===== src/rtl/slab_page_chunk_allocator_defines.svh =====
// Assertion macros for the slab page chunk allocator RTL.
`ifndef SLAB_PAGE_CHUNK_ALLOCATOR_DEFINES_SVH
`define SLAB_PAGE_CHUNK_ALLOCATOR_DEFINES_SVH

// Condition holds at every clock edge out of reset.
`define SPCA_ASSERT_ALWAYS(lbl, clk, rst_n, cond, msg) \
    lbl: assert property (@(posedge clk) disable iff (!rst_n) (cond)) else $error(msg);

// Consequent holds in the same cycle as the antecedent.
`define SPCA_ASSERT_IMPLY(lbl, clk, rst_n, ante, cons, msg) \
    lbl: assert property (@(posedge clk) disable iff (!rst_n) (ante) |-> (cons)) else $error(msg);

// Consequent holds in the cycle after the antecedent.
`define SPCA_ASSERT_NEXT(lbl, clk, rst_n, ante, cons, msg) \
    lbl: assert property (@(posedge clk) disable iff (!rst_n) (ante) |=> (cons)) else $error(msg);

`endif


===== src/rtl/spca_pkg.sv =====
package spca_pkg;

    localparam int MAX_CHUNKS_DEF = 256;
    localparam int PAGE_BYTES_DEF = 4096;

    localparam int OFF_W      = 12;
    localparam int USABLE_W   = 9;
    localparam int CFG_IDX_W  = 2;
    localparam int ROW_W      = 16;
    localparam int BIT_W      = 4;
    localparam int STEP_W     = 4;
    localparam int MIN_CHUNK  = 16;

    localparam logic [CFG_IDX_W-1:0] CFG_CHUNK_SIZE    = 2'd0;
    localparam logic [CFG_IDX_W-1:0] CFG_FIRST_OFFSET  = 2'd1;
    localparam logic [CFG_IDX_W-1:0] CFG_USABLE_CHUNKS = 2'd2;

    localparam logic CMD_ALLOC = 1'b0;
    localparam logic CMD_FREE  = 1'b1;

    localparam logic [1:0] ST_OK           = 2'd0;
    localparam logic [1:0] ST_NO_FREE      = 2'd1;
    localparam logic [1:0] ST_WRONG        = 2'd2;
    localparam logic [1:0] ST_ALREADY_FREE = 2'd3;

    typedef struct packed {
        logic             cmd;
        logic [OFF_W-1:0] chunk_offset;
    } req_t;

    typedef struct packed {
        logic [1:0]       status;
        logic [OFF_W-1:0] result_offset;
        logic             page_now_full;
        logic             page_left_full;
        logic             page_now_empty;
    } rsp_t;

    typedef enum logic [3:0] {
        S_IDLE,
        S_SCAN_RD,
        S_SCAN_CHK,
        S_MUL,
        S_MARK,
        S_SUB,
        S_DIV,
        S_BIT_RD,
        S_BIT_CHK,
        S_DONE
    } state_t;

    typedef struct packed {
        logic           sub;
        logic [OFF_W:0] a;
        logic [OFF_W:0] b;
    } alu_req_t;

    typedef struct packed {
        logic           carry;
        logic [OFF_W:0] sum;
    } alu_rsp_t;

endpackage


===== src/rtl/slab_page_chunk_allocator.sv =====
// Chunk allocator for one slab page: one word in, one word out per request.
// A request is taken only while the sequencer is idle; a finished word sits in
// the output register, so the next request may enter while it waits.
// Allocate on an active page scans the bitmap one 16-chunk row at a time
// (registered RAM read, then lowest-free search), then forms
// first_offset + index * chunk_size with one shift-add step per index bit on
// the shared adder. Free runs a restoring divide by chunk_size, one quotient
// bit per cycle on the same adder, then a read-modify-write of the row. First
// allocation of a page and any request rejected up front go straight to the
// result state. Row valid bits make a page release and reset take effect at
// once; there is no clearing pass.
`include "slab_page_chunk_allocator_defines.svh"

module slab_page_chunk_allocator #(
    parameter int MAX_CHUNKS = spca_pkg::MAX_CHUNKS_DEF,
    parameter int PAGE_BYTES = spca_pkg::PAGE_BYTES_DEF
) (
    input  logic                                clk,
    input  logic                                rst_n,
    input  logic                                cfg_we,
    input  logic [spca_pkg::CFG_IDX_W-1:0]      cfg_index,
    input  logic [spca_pkg::OFF_W-1:0]          cfg_data,
    input  logic                                req_valid,
    output logic                                req_stall,
    input  spca_pkg::req_t                      req,
    output logic                                rsp_valid,
    input  logic                                rsp_stall,
    output spca_pkg::rsp_t                      rsp
);

    localparam int OFF_W     = spca_pkg::OFF_W;
    localparam int ROW_W     = spca_pkg::ROW_W;
    localparam int BIT_W     = spca_pkg::BIT_W;
    localparam int STEP_W    = spca_pkg::STEP_W;
    localparam int ROWS      = (MAX_CHUNKS + ROW_W - 1) / ROW_W;
    localparam int ROW_AW    = (ROWS > 1) ? $clog2(ROWS) : 1;
    localparam int ROW_SLOTS = 1 << ROW_AW;
    localparam int IDX_W     = ROW_AW + BIT_W;
    localparam int CNT_W     = $clog2(MAX_CHUNKS + 1);
    localparam int CMP_W     = IDX_W + 1;
    localparam int UW        = (CMP_W > spca_pkg::USABLE_W) ? CMP_W : spca_pkg::USABLE_W;
    localparam logic [OFF_W-1:0] POS_MASK =
        (PAGE_BYTES >= (1 << OFF_W)) ? {OFF_W{1'b1}} : OFF_W'(PAGE_BYTES - 1);

    spca_pkg::state_t state_reg, state_next;

    logic [OFF_W-1:0]              size_reg;
    logic [OFF_W-1:0]              first_reg;
    logic [spca_pkg::USABLE_W-1:0] usable_reg;

    logic [CNT_W-1:0]     fc_reg, fc_next;
    logic                 active_reg, active_next;
    logic [ROW_SLOTS-1:0] rvalid_reg, rvalid_next;
    logic                 rsp_valid_reg, rsp_valid_next;
    spca_pkg::rsp_t       rsp_reg, rsp_next;
    spca_pkg::rsp_t       pend_reg, pend_next;

    logic [ROW_AW-1:0] row_reg, row_next;
    logic [BIT_W-1:0]  bit_reg, bit_next;
    logic [ROW_W-1:0]  rowdata_reg, rowdata_next;
    logic [OFF_W:0]    rem_reg, rem_next;
    logic [OFF_W-1:0]  quo_reg, quo_next;
    logic [OFF_W-1:0]  acc_reg, acc_next;
    logic [OFF_W-1:0]  mcand_reg, mcand_next;
    logic [STEP_W-1:0] step_reg, step_next;
    logic [OFF_W-1:0]  pos_reg, pos_next;

    logic              ram_we;
    logic [ROW_AW-1:0] ram_waddr;
    logic [ROW_W-1:0]  ram_wdata;
    logic [ROW_AW-1:0] ram_raddr;
    logic [ROW_W-1:0]  ram_rdata;

    spca_pkg::alu_req_t alu_req;
    spca_pkg::alu_rsp_t alu_rsp;

    logic [OFF_W-1:0] eff_size;
    logic [UW-1:0]    usable_u;
    logic [UW-1:0]    eff_usable;
    logic [ROW_W-1:0] eff_row;
    logic [ROW_W-1:0] free_vec;
    logic             found;
    logic [BIT_W-1:0] fbit;
    logic [IDX_W-1:0] base_idx;
    logic             last_row;
    logic [OFF_W:0]   div_shift;
    logic [CNT_W-1:0] fc_inc;
    logic             accept;

    spca_ram #(
        .WIDTH (ROW_W),
        .DEPTH (ROWS)
    ) u_map (
        .clk   (clk),
        .we    (ram_we),
        .waddr (ram_waddr),
        .wdata (ram_wdata),
        .raddr (ram_raddr),
        .rdata (ram_rdata)
    );

    spca_alu u_alu (
        .req (alu_req),
        .rsp (alu_rsp)
    );

    assign req_stall = (state_reg != spca_pkg::S_IDLE);
    assign accept    = req_valid && !req_stall;
    assign rsp_valid = rsp_valid_reg;
    assign rsp       = rsp_reg;

    // Sizes below the minimum act as the minimum; usable count is clamped.
    assign eff_size = (size_reg < OFF_W'(spca_pkg::MIN_CHUNK)) ?
                      OFF_W'(spca_pkg::MIN_CHUNK) : size_reg;
    assign usable_u = UW'(usable_reg);

    always_comb
    begin
        if (usable_u == '0)
        begin
            eff_usable = UW'(1);
        end
        else if (usable_u > UW'(MAX_CHUNKS))
        begin
            eff_usable = UW'(MAX_CHUNKS);
        end
        else
        begin
            eff_usable = usable_u;
        end
    end

    // A row never written since the last release reads as all free.
    assign eff_row   = rvalid_reg[row_reg] ? ram_rdata : '0;
    assign base_idx  = {row_reg, BIT_W'(0)};
    assign last_row  = (UW'(base_idx) + UW'(ROW_W)) >= eff_usable;
    assign div_shift = {rem_reg[OFF_W-1:0], quo_reg[OFF_W-1]};
    assign fc_inc    = fc_reg + CNT_W'(1);

    always_comb
    begin
        for (int b = 0; b < ROW_W; b++)
        begin
            free_vec[b] = !eff_row[b] && ((UW'(base_idx) + UW'(b)) < eff_usable);
        end
    end

    // Lowest free chunk of the row.
    always_comb
    begin
        found = 1'b0;
        fbit  = '0;
        for (int b = ROW_W - 1; b >= 0; b--)
        begin
            if (free_vec[b])
            begin
                found = 1'b1;
                fbit  = BIT_W'(b);
            end
        end
    end

    always_ff @(posedge clk or negedge rst_n)
    begin
        if (!rst_n)
        begin
            state_reg     <= spca_pkg::S_IDLE;
            size_reg      <= OFF_W'(spca_pkg::MIN_CHUNK);
            first_reg     <= '0;
            usable_reg    <= spca_pkg::USABLE_W'(256);
            fc_reg        <= '0;
            active_reg    <= 1'b0;
            rvalid_reg    <= '0;
            rsp_valid_reg <= 1'b0;
        end
        else
        begin
            state_reg     <= state_next;
            fc_reg        <= fc_next;
            active_reg    <= active_next;
            rvalid_reg    <= rvalid_next;
            rsp_valid_reg <= rsp_valid_next;
            if (cfg_we)
            begin
                unique case (cfg_index)
                    spca_pkg::CFG_CHUNK_SIZE:    size_reg   <= cfg_data;
                    spca_pkg::CFG_FIRST_OFFSET:  first_reg  <= cfg_data;
                    spca_pkg::CFG_USABLE_CHUNKS:
                        usable_reg <= cfg_data[spca_pkg::USABLE_W-1:0];
                    default: ;
                endcase
            end
        end
    end

    always_ff @(posedge clk)
    begin
        rsp_reg     <= rsp_next;
        pend_reg    <= pend_next;
        row_reg     <= row_next;
        bit_reg     <= bit_next;
        rowdata_reg <= rowdata_next;
        rem_reg     <= rem_next;
        quo_reg     <= quo_next;
        acc_reg     <= acc_next;
        mcand_reg   <= mcand_next;
        step_reg    <= step_next;
        pos_reg     <= pos_next;
    end

    always_comb
    begin
        state_next     = state_reg;
        fc_next        = fc_reg;
        active_next    = active_reg;
        rvalid_next    = rvalid_reg;
        rsp_valid_next = rsp_valid_reg && rsp_stall;
        rsp_next       = rsp_reg;
        pend_next      = pend_reg;
        row_next       = row_reg;
        bit_next       = bit_reg;
        rowdata_next   = rowdata_reg;
        rem_next       = rem_reg;
        quo_next       = quo_reg;
        acc_next       = acc_reg;
        mcand_next     = mcand_reg;
        step_next      = step_reg;
        pos_next       = pos_reg;
        ram_we         = 1'b0;
        ram_waddr      = row_reg;
        ram_wdata      = rowdata_reg;
        ram_raddr      = row_reg;
        alu_req        = '0;

        unique case (state_reg)
            spca_pkg::S_IDLE:
            begin
                if (accept)
                begin
                    pend_next = '0;
                    if (req.cmd == spca_pkg::CMD_ALLOC)
                    begin
                        if (!active_reg)
                        begin
                            // Open the page and take chunk zero.
                            ram_we                  = 1'b1;
                            ram_waddr               = '0;
                            ram_wdata               = ROW_W'(1);
                            rvalid_next             = ROW_SLOTS'(1);
                            active_next             = 1'b1;
                            fc_next                 = CNT_W'(eff_usable - UW'(1));
                            pend_next.result_offset = first_reg;
                            pend_next.page_now_full = (eff_usable == UW'(1));
                            state_next              = spca_pkg::S_DONE;
                        end
                        else if (fc_reg == '0)
                        begin
                            pend_next.status = spca_pkg::ST_NO_FREE;
                            state_next       = spca_pkg::S_DONE;
                        end
                        else
                        begin
                            row_next   = '0;
                            state_next = spca_pkg::S_SCAN_RD;
                        end
                    end
                    else
                    begin
                        if (!active_reg)
                        begin
                            pend_next.status = spca_pkg::ST_ALREADY_FREE;
                            state_next       = spca_pkg::S_DONE;
                        end
                        else
                        begin
                            pos_next   = req.chunk_offset & POS_MASK;
                            state_next = spca_pkg::S_SUB;
                        end
                    end
                end
            end

            spca_pkg::S_SCAN_RD:
            begin
                state_next = spca_pkg::S_SCAN_CHK;
            end

            spca_pkg::S_SCAN_CHK:
            begin
                if (found)
                begin
                    rowdata_next = eff_row;
                    bit_next     = fbit;
                    quo_next     = OFF_W'({row_reg, fbit});
                    acc_next     = first_reg;
                    mcand_next   = eff_size;
                    step_next    = '0;
                    state_next   = spca_pkg::S_MUL;
                end
                else if (last_row)
                begin
                    pend_next.status = spca_pkg::ST_NO_FREE;
                    state_next       = spca_pkg::S_DONE;
                end
                else
                begin
                    row_next   = row_reg + ROW_AW'(1);
                    state_next = spca_pkg::S_SCAN_RD;
                end
            end

            spca_pkg::S_MUL:
            begin
                // Shift-add: the offset wraps to 12 bits, so the product may too.
                alu_req.sub = 1'b0;
                alu_req.a   = {1'b0, acc_reg};
                alu_req.b   = {1'b0, mcand_reg};
                if (quo_reg[0])
                begin
                    acc_next = alu_rsp.sum[OFF_W-1:0];
                end
                mcand_next = mcand_reg << 1;
                quo_next   = quo_reg >> 1;
                step_next  = step_reg + STEP_W'(1);
                if (step_reg == STEP_W'(IDX_W - 1))
                begin
                    state_next = spca_pkg::S_MARK;
                end
            end

            spca_pkg::S_MARK:
            begin
                ram_we                  = 1'b1;
                ram_wdata               = rowdata_reg | (ROW_W'(1) << bit_reg);
                rvalid_next[row_reg]    = 1'b1;
                fc_next                 = fc_reg - CNT_W'(1);
                pend_next.result_offset = acc_reg;
                pend_next.page_now_full = (fc_reg == CNT_W'(1));
                state_next              = spca_pkg::S_DONE;
            end

            spca_pkg::S_SUB:
            begin
                alu_req.sub = 1'b1;
                alu_req.a   = {1'b0, pos_reg};
                alu_req.b   = {1'b0, first_reg};
                if (!alu_rsp.carry)
                begin
                    pend_next.status = spca_pkg::ST_WRONG;
                    state_next       = spca_pkg::S_DONE;
                end
                else
                begin
                    quo_next   = alu_rsp.sum[OFF_W-1:0];
                    rem_next   = '0;
                    step_next  = '0;
                    state_next = spca_pkg::S_DIV;
                end
            end

            spca_pkg::S_DIV:
            begin
                // Restoring divide, one quotient bit per cycle.
                alu_req.sub = 1'b1;
                alu_req.a   = div_shift;
                alu_req.b   = {1'b0, eff_size};
                rem_next    = alu_rsp.carry ? alu_rsp.sum : div_shift;
                quo_next    = {quo_reg[OFF_W-2:0], alu_rsp.carry};
                step_next   = step_reg + STEP_W'(1);
                if (step_reg == STEP_W'(OFF_W - 1))
                begin
                    state_next = spca_pkg::S_BIT_RD;
                end
            end

            spca_pkg::S_BIT_RD:
            begin
                ram_raddr = quo_reg[IDX_W-1:BIT_W];
                if ((rem_reg != '0) || (quo_reg >= OFF_W'(eff_usable)))
                begin
                    pend_next.status = spca_pkg::ST_WRONG;
                    state_next       = spca_pkg::S_DONE;
                end
                else
                begin
                    row_next   = quo_reg[IDX_W-1:BIT_W];
                    bit_next   = quo_reg[BIT_W-1:0];
                    state_next = spca_pkg::S_BIT_CHK;
                end
            end

            spca_pkg::S_BIT_CHK:
            begin
                if (!eff_row[bit_reg])
                begin
                    pend_next.status = spca_pkg::ST_ALREADY_FREE;
                end
                else
                begin
                    ram_we                   = 1'b1;
                    ram_wdata                = eff_row & ~(ROW_W'(1) << bit_reg);
                    rvalid_next[row_reg]     = 1'b1;
                    pend_next.page_left_full = (fc_reg == '0);
                    if (UW'(fc_inc) >= eff_usable)
                    begin
                        // Last busy chunk gone: release the page.
                        rvalid_next              = '0;
                        fc_next                  = '0;
                        active_next              = 1'b0;
                        pend_next.page_now_empty = 1'b1;
                    end
                    else
                    begin
                        fc_next = fc_inc;
                    end
                end
                state_next = spca_pkg::S_DONE;
            end

            spca_pkg::S_DONE:
            begin
                if (!rsp_valid_reg || !rsp_stall)
                begin
                    rsp_next       = pend_reg;
                    rsp_valid_next = 1'b1;
                    state_next     = spca_pkg::S_IDLE;
                end
            end

            default:
            begin
                state_next = spca_pkg::S_IDLE;
            end
        endcase
    end

    `SPCA_ASSERT_ALWAYS(a_fc_range, clk, rst_n, fc_reg <= CNT_W'(MAX_CHUNKS), "free count above chunk count")
    `SPCA_ASSERT_IMPLY(a_idle_page_count, clk, rst_n, !active_reg, fc_reg == '0, "released page has nonzero free count")
    `SPCA_ASSERT_NEXT(a_accept_busy, clk, rst_n, accept, state_reg != spca_pkg::S_IDLE, "accepted word left sequencer idle")
    `SPCA_ASSERT_IMPLY(a_error_clean, clk, rst_n, rsp_valid && (rsp.status != spca_pkg::ST_OK), (rsp.result_offset == '0) && !rsp.page_now_full && !rsp.page_left_full && !rsp.page_now_empty, "error word carries offset or flags")

endmodule


===== src/rtl/spca_ram.sv =====
module spca_ram #(
    parameter int WIDTH = 16,
    parameter int DEPTH = 16
) (
    input  logic                                         clk,
    input  logic                                         we,
    input  logic [((DEPTH > 1) ? $clog2(DEPTH) : 1)-1:0] waddr,
    input  logic [WIDTH-1:0]                             wdata,
    input  logic [((DEPTH > 1) ? $clog2(DEPTH) : 1)-1:0] raddr,
    output logic [WIDTH-1:0]                             rdata
);

    logic [WIDTH-1:0] mem [DEPTH];

    always_ff @(posedge clk)
    begin
        if (we)
        begin
            mem[waddr] <= wdata;
        end
        rdata <= mem[raddr];
    end

endmodule


===== src/rtl/spca_alu.sv =====
module spca_alu (
    input  spca_pkg::alu_req_t req,
    output spca_pkg::alu_rsp_t rsp
);

    logic [spca_pkg::OFF_W:0]   b_op;
    logic [spca_pkg::OFF_W+1:0] total;

    // Subtract as add of the complement; carry out set means no borrow.
    assign b_op  = req.sub ? ~req.b : req.b;
    assign total = {1'b0, req.a} + {1'b0, b_op} + (spca_pkg::OFF_W + 2)'(req.sub);

    assign rsp.carry = total[spca_pkg::OFF_W+1];
    assign rsp.sum   = total[spca_pkg::OFF_W:0];

endmodule


===== config.mk =====
export PLATFORM = sky130hd
export DESIGN_NAME = slab_page_chunk_allocator
export DESIGN_NICKNAME = d
export VERILOG_FILES = /design/src/rtl/spca_pkg.sv /design/src/rtl/slab_page_chunk_allocator.sv /design/src/rtl/spca_ram.sv /design/src/rtl/spca_alu.sv
export VERILOG_INCLUDE_DIRS = /design/src /design/src/rtl
export SDC_FILE = /design/constraint.sdc
export NUM_CORES = 1
export LEC_CHECK = 0
export BUFFER_PORTS_ARGS = -buffer_cell sky130_fd_sc_hd__buf_2
export CORE_AREA = 5 5 183 318
export DETAILED_ROUTE_END_ITERATION = 6
export DIE_AREA = 0 0 188 323
export SLEW_MARGIN = 5
export SYNTH_ARGS = -nofsm -noshare
export SYNTH_HDL_FRONTEND = slang
export SYNTH_SLANG_ARGS = --single-unit

===== constraint.sdc =====
create_clock -name clk -period 6.64 [get_ports clk]
set_clock_uncertainty 0.15 [all_clocks]
set_input_delay 0.664 -clock clk [delete_from_list [all_inputs] [get_ports clk]]
set_output_delay 0.664 -clock clk [all_outputs]
set_load 0.01 [all_outputs]

Word-level counts from Yosys, hierarchy flattened
Memories as Yosys holds them, arrays and structs flattened. A register that Yosys moved wholly into a read port is not among the register bits.
Index checks and enable logic that the tools add are counted.
W data, S select, Z words.

cells by class
  add/subtract/negate cells = 23
  order comparisons = 24
  eq/ne operators = 35
  shifts and indexed selects = 1
  mux-type cells = 135
  bitwise logic cells = 5
  reductions and logical operators = 78

operator list
  cell                   count
  $mux W4                43
  $mux W16               10
  $lt A9 B9 Y1           15
  $pmux W16 S3           2
  $pmux W27 S3           1
  $add A8 B4 Y9 const B  8
  $mux W12               6
  $mux W13               5
  $mux W9                7
  $pmux W13 S2           2
  $pmux W12 S2           2
  $pmux W12 S4           1
  $ne A2 B2 Y1 const B   20
  $add A8 B3 Y9 const B  4
  $pmux W4 S9            1
  $mux W1                35
  $or A16 B16 Y16        2
  $pmux W9 S3            1
  $pmux W4 S3            2
  $eq A4 B3 Y1 const B   5
  $logic_and A1 B1 Y1    19
  $logic_not A1 Y1       19
  $add A8 B2 Y9 const B  2
  $eq A9 B1 Y1 const B   2
  other kinds (48)       87

word-level totals
  bits in registers = 187
  memory bits (writable) = 256
  input port bits = 32
  word-level logic and storage cells = 329
  memories kept = 1

memory list
  memory     depth  bits a word  read ports  clocked after Yosys merged registers in  wr ports  line            source
  u_map.mem  16     16           1           1                                        1         spca_ram.sv:13  logic [WIDTH-1:0] mem [DEPTH];

Longest topological paths before layout
  depth in word-level cells = 23
  gate-level depth with buffers = 19
  mapped depth without buffers = 15

Cells and area by module
Synthesis repeated with hierarchy kept, for this count alone.

unflattened totals
  cells, all modules = 1659
  area total of the unflattened synthesis = 22032.4 sq um

modules (own cells, without submodules)
  module                     instances  cells an instance  area an instance (sq um)
  slab_page_chunk_allocator  1          1125               11242.0
  spca_ram                   1          432                10042.1
  spca_alu                   1          102                748.2

Worst setup path after synthesis
No wires, ideal clock.

  path type = register to register
  start = reg state_reg[1]
  end = reg quo_reg[0] (enable)
  library setup time = 0.301 ns
  data arrival time = 4.147 ns
  data required time = 6.189 ns
  path slack = 2.042 ns
  stages on the path, launching flop included = 17
  buffers on the path = 5
  period minus slack after synthesis = 4.598 ns
  path through = dfrtp_1 buf_2 buf_1 nor4bb_1 clkbuf_1 clkbuf_1 a22o_1 a21oi_1 ha_1 a2111oi_0 o21ai_0 nand2_1 o31ai_1 nor3_1 clkbuf_1 o21ai_1 o21a_1

on the way
  cells in the longest elaborated chain, start to end = 8
  elaborated cells on any way between the ends = 13
  classes of those cells = 2 x add/sub; 6 x eq/ne; 2 x mux; 1 x bitwise; 2 x reduce/logical

RTL lines
  item                                                 line                              source
  start: declaration                                   slab_page_chunk_allocator.sv:45   spca_pkg::state_t state_reg, state_next;
  start signal: assignment                             slab_page_chunk_allocator.sv:167  state_reg <= spca_pkg::S_IDLE;
  start signal: assignment                             slab_page_chunk_allocator.sv:178  state_reg <= state_next;
  $eq A4 B3 Y1 / $eq A4 B2 Y1 (equally long branches)  slab_page_chunk_allocator.sv:235  unique case (state_reg)
  $pmux W27 S3                                         slab_page_chunk_allocator.sv:235
  $not A13 Y13                                         spca_alu.sv:10                    assign b_op = req.sub ? ~req.b : req.b;
  $mux W13                                             spca_alu.sv:10
  $add A13 B13 Y14                                     spca_alu.sv:11                    assign total = {1'b0, req.a} + {1'b0, b_op} + (spca_pkg::OFF_W + 2)'(req.sub);
  $add A14 B1 Y14                                      spca_alu.sv:11
  $ne A2 B2 Y1 (no line)                               n/a
  $reduce_and A3 Y1 (no line) *                        n/a
  end signal: assignment                               slab_page_chunk_allocator.sv:204  quo_reg <= quo_next;
  end: declaration                                     slab_page_chunk_allocator.sv:62   logic [OFF_W-1:0] quo_reg, quo_next;

Mark *: on every way between the ends. The rest lies on a longest branch, timed or not.
A chain may end at the register's enable or synchronous reset.

Worst setup path in the final report
  start = reg state_reg[0]
  end = reg rem_reg[9] (data pin)

on the way
  cells in the longest elaborated chain, start to end = 8
  elaborated cells on any way between the ends = 10
  classes of those cells = 2 x add/sub; 3 x eq/ne; 4 x mux; 1 x bitwise

RTL lines
  item                                                 line                              source
  $eq A4 B3 Y1 / $eq A4 B2 Y1 (equally long branches)  slab_page_chunk_allocator.sv:235
  $pmux W27 S3                                         slab_page_chunk_allocator.sv:235
  $not A13 Y13                                         spca_alu.sv:10
  $mux W13                                             spca_alu.sv:10
  $add A13 B13 Y14                                     spca_alu.sv:11
  $add A14 B1 Y14                                      spca_alu.sv:11
  $mux W13                                             slab_page_chunk_allocator.sv:367  rem_next = alu_rsp.carry ? alu_rsp.sum : div_shift;
  $pmux W13 S2 *                                       slab_page_chunk_allocator.sv:235
  end signal: assignment                               slab_page_chunk_allocator.sv:203  rem_reg <= rem_next;
  end: declaration                                     slab_page_chunk_allocator.sv:61   logic [OFF_W:0] rem_reg, rem_next;

Marked as above.

==> flow_summary.toml <==
[synthesis]
async_flop_share_pct = 13.9
synth_top_cell_area_share_pct = 51.9
synth_cell_types = 92
syn_nets = 1742
syn_area_um2 = 21900
ys_seq_area_share_pct = 60.7
synth_largest_area_cell = "edfxtp_1"
ys_warn_count = 0
synth_edf_count = 379
ys_seq_elements = 459
syn_area_per_cell_um2 = 13.2
syn_inst = 1659
synth.area.top_cells = "edfxtp_1 (52%), mux4_2 (7.2%), dfrtp_1 (7.1%)"
ys.flop_type = "edfxtp_1"

[sta]
rsz0062_at_grt = "no"
clock.fmax_mhz = 173
worst_pin_slew_ns = 1.29
finalCritPeriodShare_pct = 86.9
finalSetupViolCount = 0
fin_crit_ns = 5.77
hold_viol_final = 0
fin_setup_tns_ns = 0
final_max_slew_viol_count = 0
slew_headroom_pct = 14.3

[detailed_routing]
wire_per_inst_um = 25.0
first_pass_iters = 7
finalWirelength_um = 60900
vias = 14600
via_per_inst = 5.98
drc = 1
drtIter0Drc = 1212
final_antenna_net_count = 0

[finish]
drive_above_1_share_pct = 18.2
syn_to_final_growth_pct = 12.2
seq_area_um2 = 13300
layout.nets = 1790
postLayoutCellArea_um2 = 24600
largest_reg_flops = 256
n_fill_cell = 5007
multi_input_area_um2 = 8280
antenna_cells = 0

[die]
boundaryPins = 51
start_util_pct = 39.8
core-area_um2 = 55100
dieArea_um2 = 60700
die_h_um = 323
fp-row-count = 114
die_width_um = 188

[global_route]
grt_pass1_vias = 14800
grt_max_degree = 65
grt_first_pass_wirelength_um = 92000
track_usage_pct = 19.7
grt_overflow = 0
antenna_found_initial = 0

[setup_path]
cp-start-kind = "register"
required_ns = 6.76
critPathMaxFanout = 23
cp-end-kind = "register"
critPathArrivalTime_ns = 5.89
critPathKind = "register to register"

[cts]
cts.sinks = 459
htree_levels = 2
insertion_delay_ns = 0.57
cts_buffer_depth = 3
cts_resized = 0
cts_setup_buffers = 0
cts_made_buffers = 44
clockRootBuffer = "clkbuf_16"
clkTransAtPathRegs_ns = 0.06
cts_hold_buf = 0
cts_tree = "built"

[placement]
place_area_um2 = 23200
portBuffers = 50
dp_hpwl_um = 42400
globalplace.congestion = 0.950

[power_and_ir_drop]
p_leak_nw = 8.64
ir_worst_vdd_mv = 0.309
power_density_nw_per_um2 = 485

[run]
maxCapViolCount = 0

[run_status]
violations = "DRC"
outcome = "complete, but fails checks"

[min_path]
hp-class = "input port to asynchronous set/reset pin"
per-layer routing:
layer	track usage, %	part of all wire [%]	vias up
li1	-	-	6567
met1	20.8	35	7304
met2	37.7	54	535
met3	2.52	4.4	157
met4	10.8	6.1	0
met5	0	0	-
logic make-up after synthesis:
logic type,Yosys count,synth area share [%]
simple gates,476,10.8
fa+ha+maj,51,2.94
xor+xnor,28,1.12
buf+inv,125,2.31
compound gates,386,11.9
flops,459,60.7
mux,134,10.3
metrics by stage:
stage / setup slack (ns) / instances / total power (W) / util [%] / hold WS [ns]
after floorplan: 2.04 / 1659 / 0.00785 / - / 0.218
after global placement: 1.02 / 2356 / 0.00943 / 42.1 / 0.251
after detailed placement: 0.917 / 2356 / 0.00953 / 42.1 / 0.257
after CTS: 0.897 / 2436 / 0.0120 / 44.7 / 0.108
after global routing: 0.299 / 2437 / 0.0126 / 44.7 / 0.107
final: 0.870 / 2437 / 0.0119 / 44.7 / 0.122
final timing paths:
| path | end | start | depth (start not counted) | slack (ns) |
|---|---|---|---|---|
| min in group clk | pos_reg[2] | req[2] | 1 | 0.13 |
| max in group asynchronous | first_reg[9] | rst_n | 2 | 5.56 |
| worst min-delay path | rvalid_reg[7] | rst_n | 2 | 0.12 |
| worst max-delay path | rem_reg[9] | state_reg[0] | 12 | 0.87 |
| worst max register to register | rem_reg[9] | state_reg[0] | 12 | 0.87 |
| worst min register to register | rsp[3] | pend_reg[3] | 0 | 0.27 |
cell type report:
class                           count  share of cell area [%]
Timing Repair Buffer               94                    2.51
Inverter                           33                   0.504
Clock buffer                       54                    4.88
Sequential cell                   459                    54.1
Multi-Input combinational cell   1075                    33.6
Tap cell                          696                    3.54
Clock inverter                     26                   0.829
cells in the mapped netlist (9+ instances only):
cell	count
a21o_1	11
mux2i_1	26
o21a_1	9
nand3_1	29
a221oi_1	11
inv_1	31
nor2b_1	30
nand2_1	149
mux4_2	70
a211oi_1	35
nor2_1	117
a31oi_1	31
nand3b_1	10
dfrtp_1	62
buf_1	9
edfxtp_1	379
ha_1	50
nand2b_1	15
buf_2	26
and2_1	19
nand4_1	13
a22o_1	9
or3_1	9
o21ai_1	15
and3_1	12
xnor2_1	17
dfxtp_1	16
a21oi_1	87
o22ai_1	19
xor2_1	11
o31ai_1	14
clkbuf_1	56
o21ai_0	61
nor4_1	11
a22oi_1	17
nor3_1	24
mux2_2	35
report_power, final:
group / internal [W] / switching (W)
sequential: 0.00404 / 0.000563
combinational: 0.00188 / 0.00303
clock: 0.00134 / 0.00110
total: 0.00725 / 0.00469
critical path: stages (launching register included):
cell and delay (ns):
dfrtp_1 0.83, nor4bb_4 0.86, nor2_1 0.23, a21oi_1 0.22, ha_1 0.31, a2111oi_0 0.75, o21ai_0 0.34, nand4_1 0.20
o21a_1 0.16, o21a_1 0.35, clkinv_1 0.64, a21oi_1 0.35, a211oi_1 0.07
cells in the final DEF, fill, tap and decap left out, types with 14 or more instances in the layout:
cell / count
nor2_1: 105
mux2i_1: 23
o21ai_1: 15
o31ai_1: 14
dfxtp_1: 16
nor2b_1: 30
nand2b_1: 15
dfrtp_1: 62
a22oi_1: 17
inv_1: 31
nor3_1: 19
a21oi_1: 86
buf_2: 50
o21ai_0: 61
nand2_1: 149
mux2_2: 35
xnor2_1: 17
buf_4: 41
ha_1: 50
edfxtp_1: 379
nand3_1: 29
mux4_2: 70
a211oi_1: 35
and2_1: 19
o22ai_1: 19
a31oi_1: 31
clkbuf_16: 45
No activity file was read; power rests on OpenSTA's default activity.
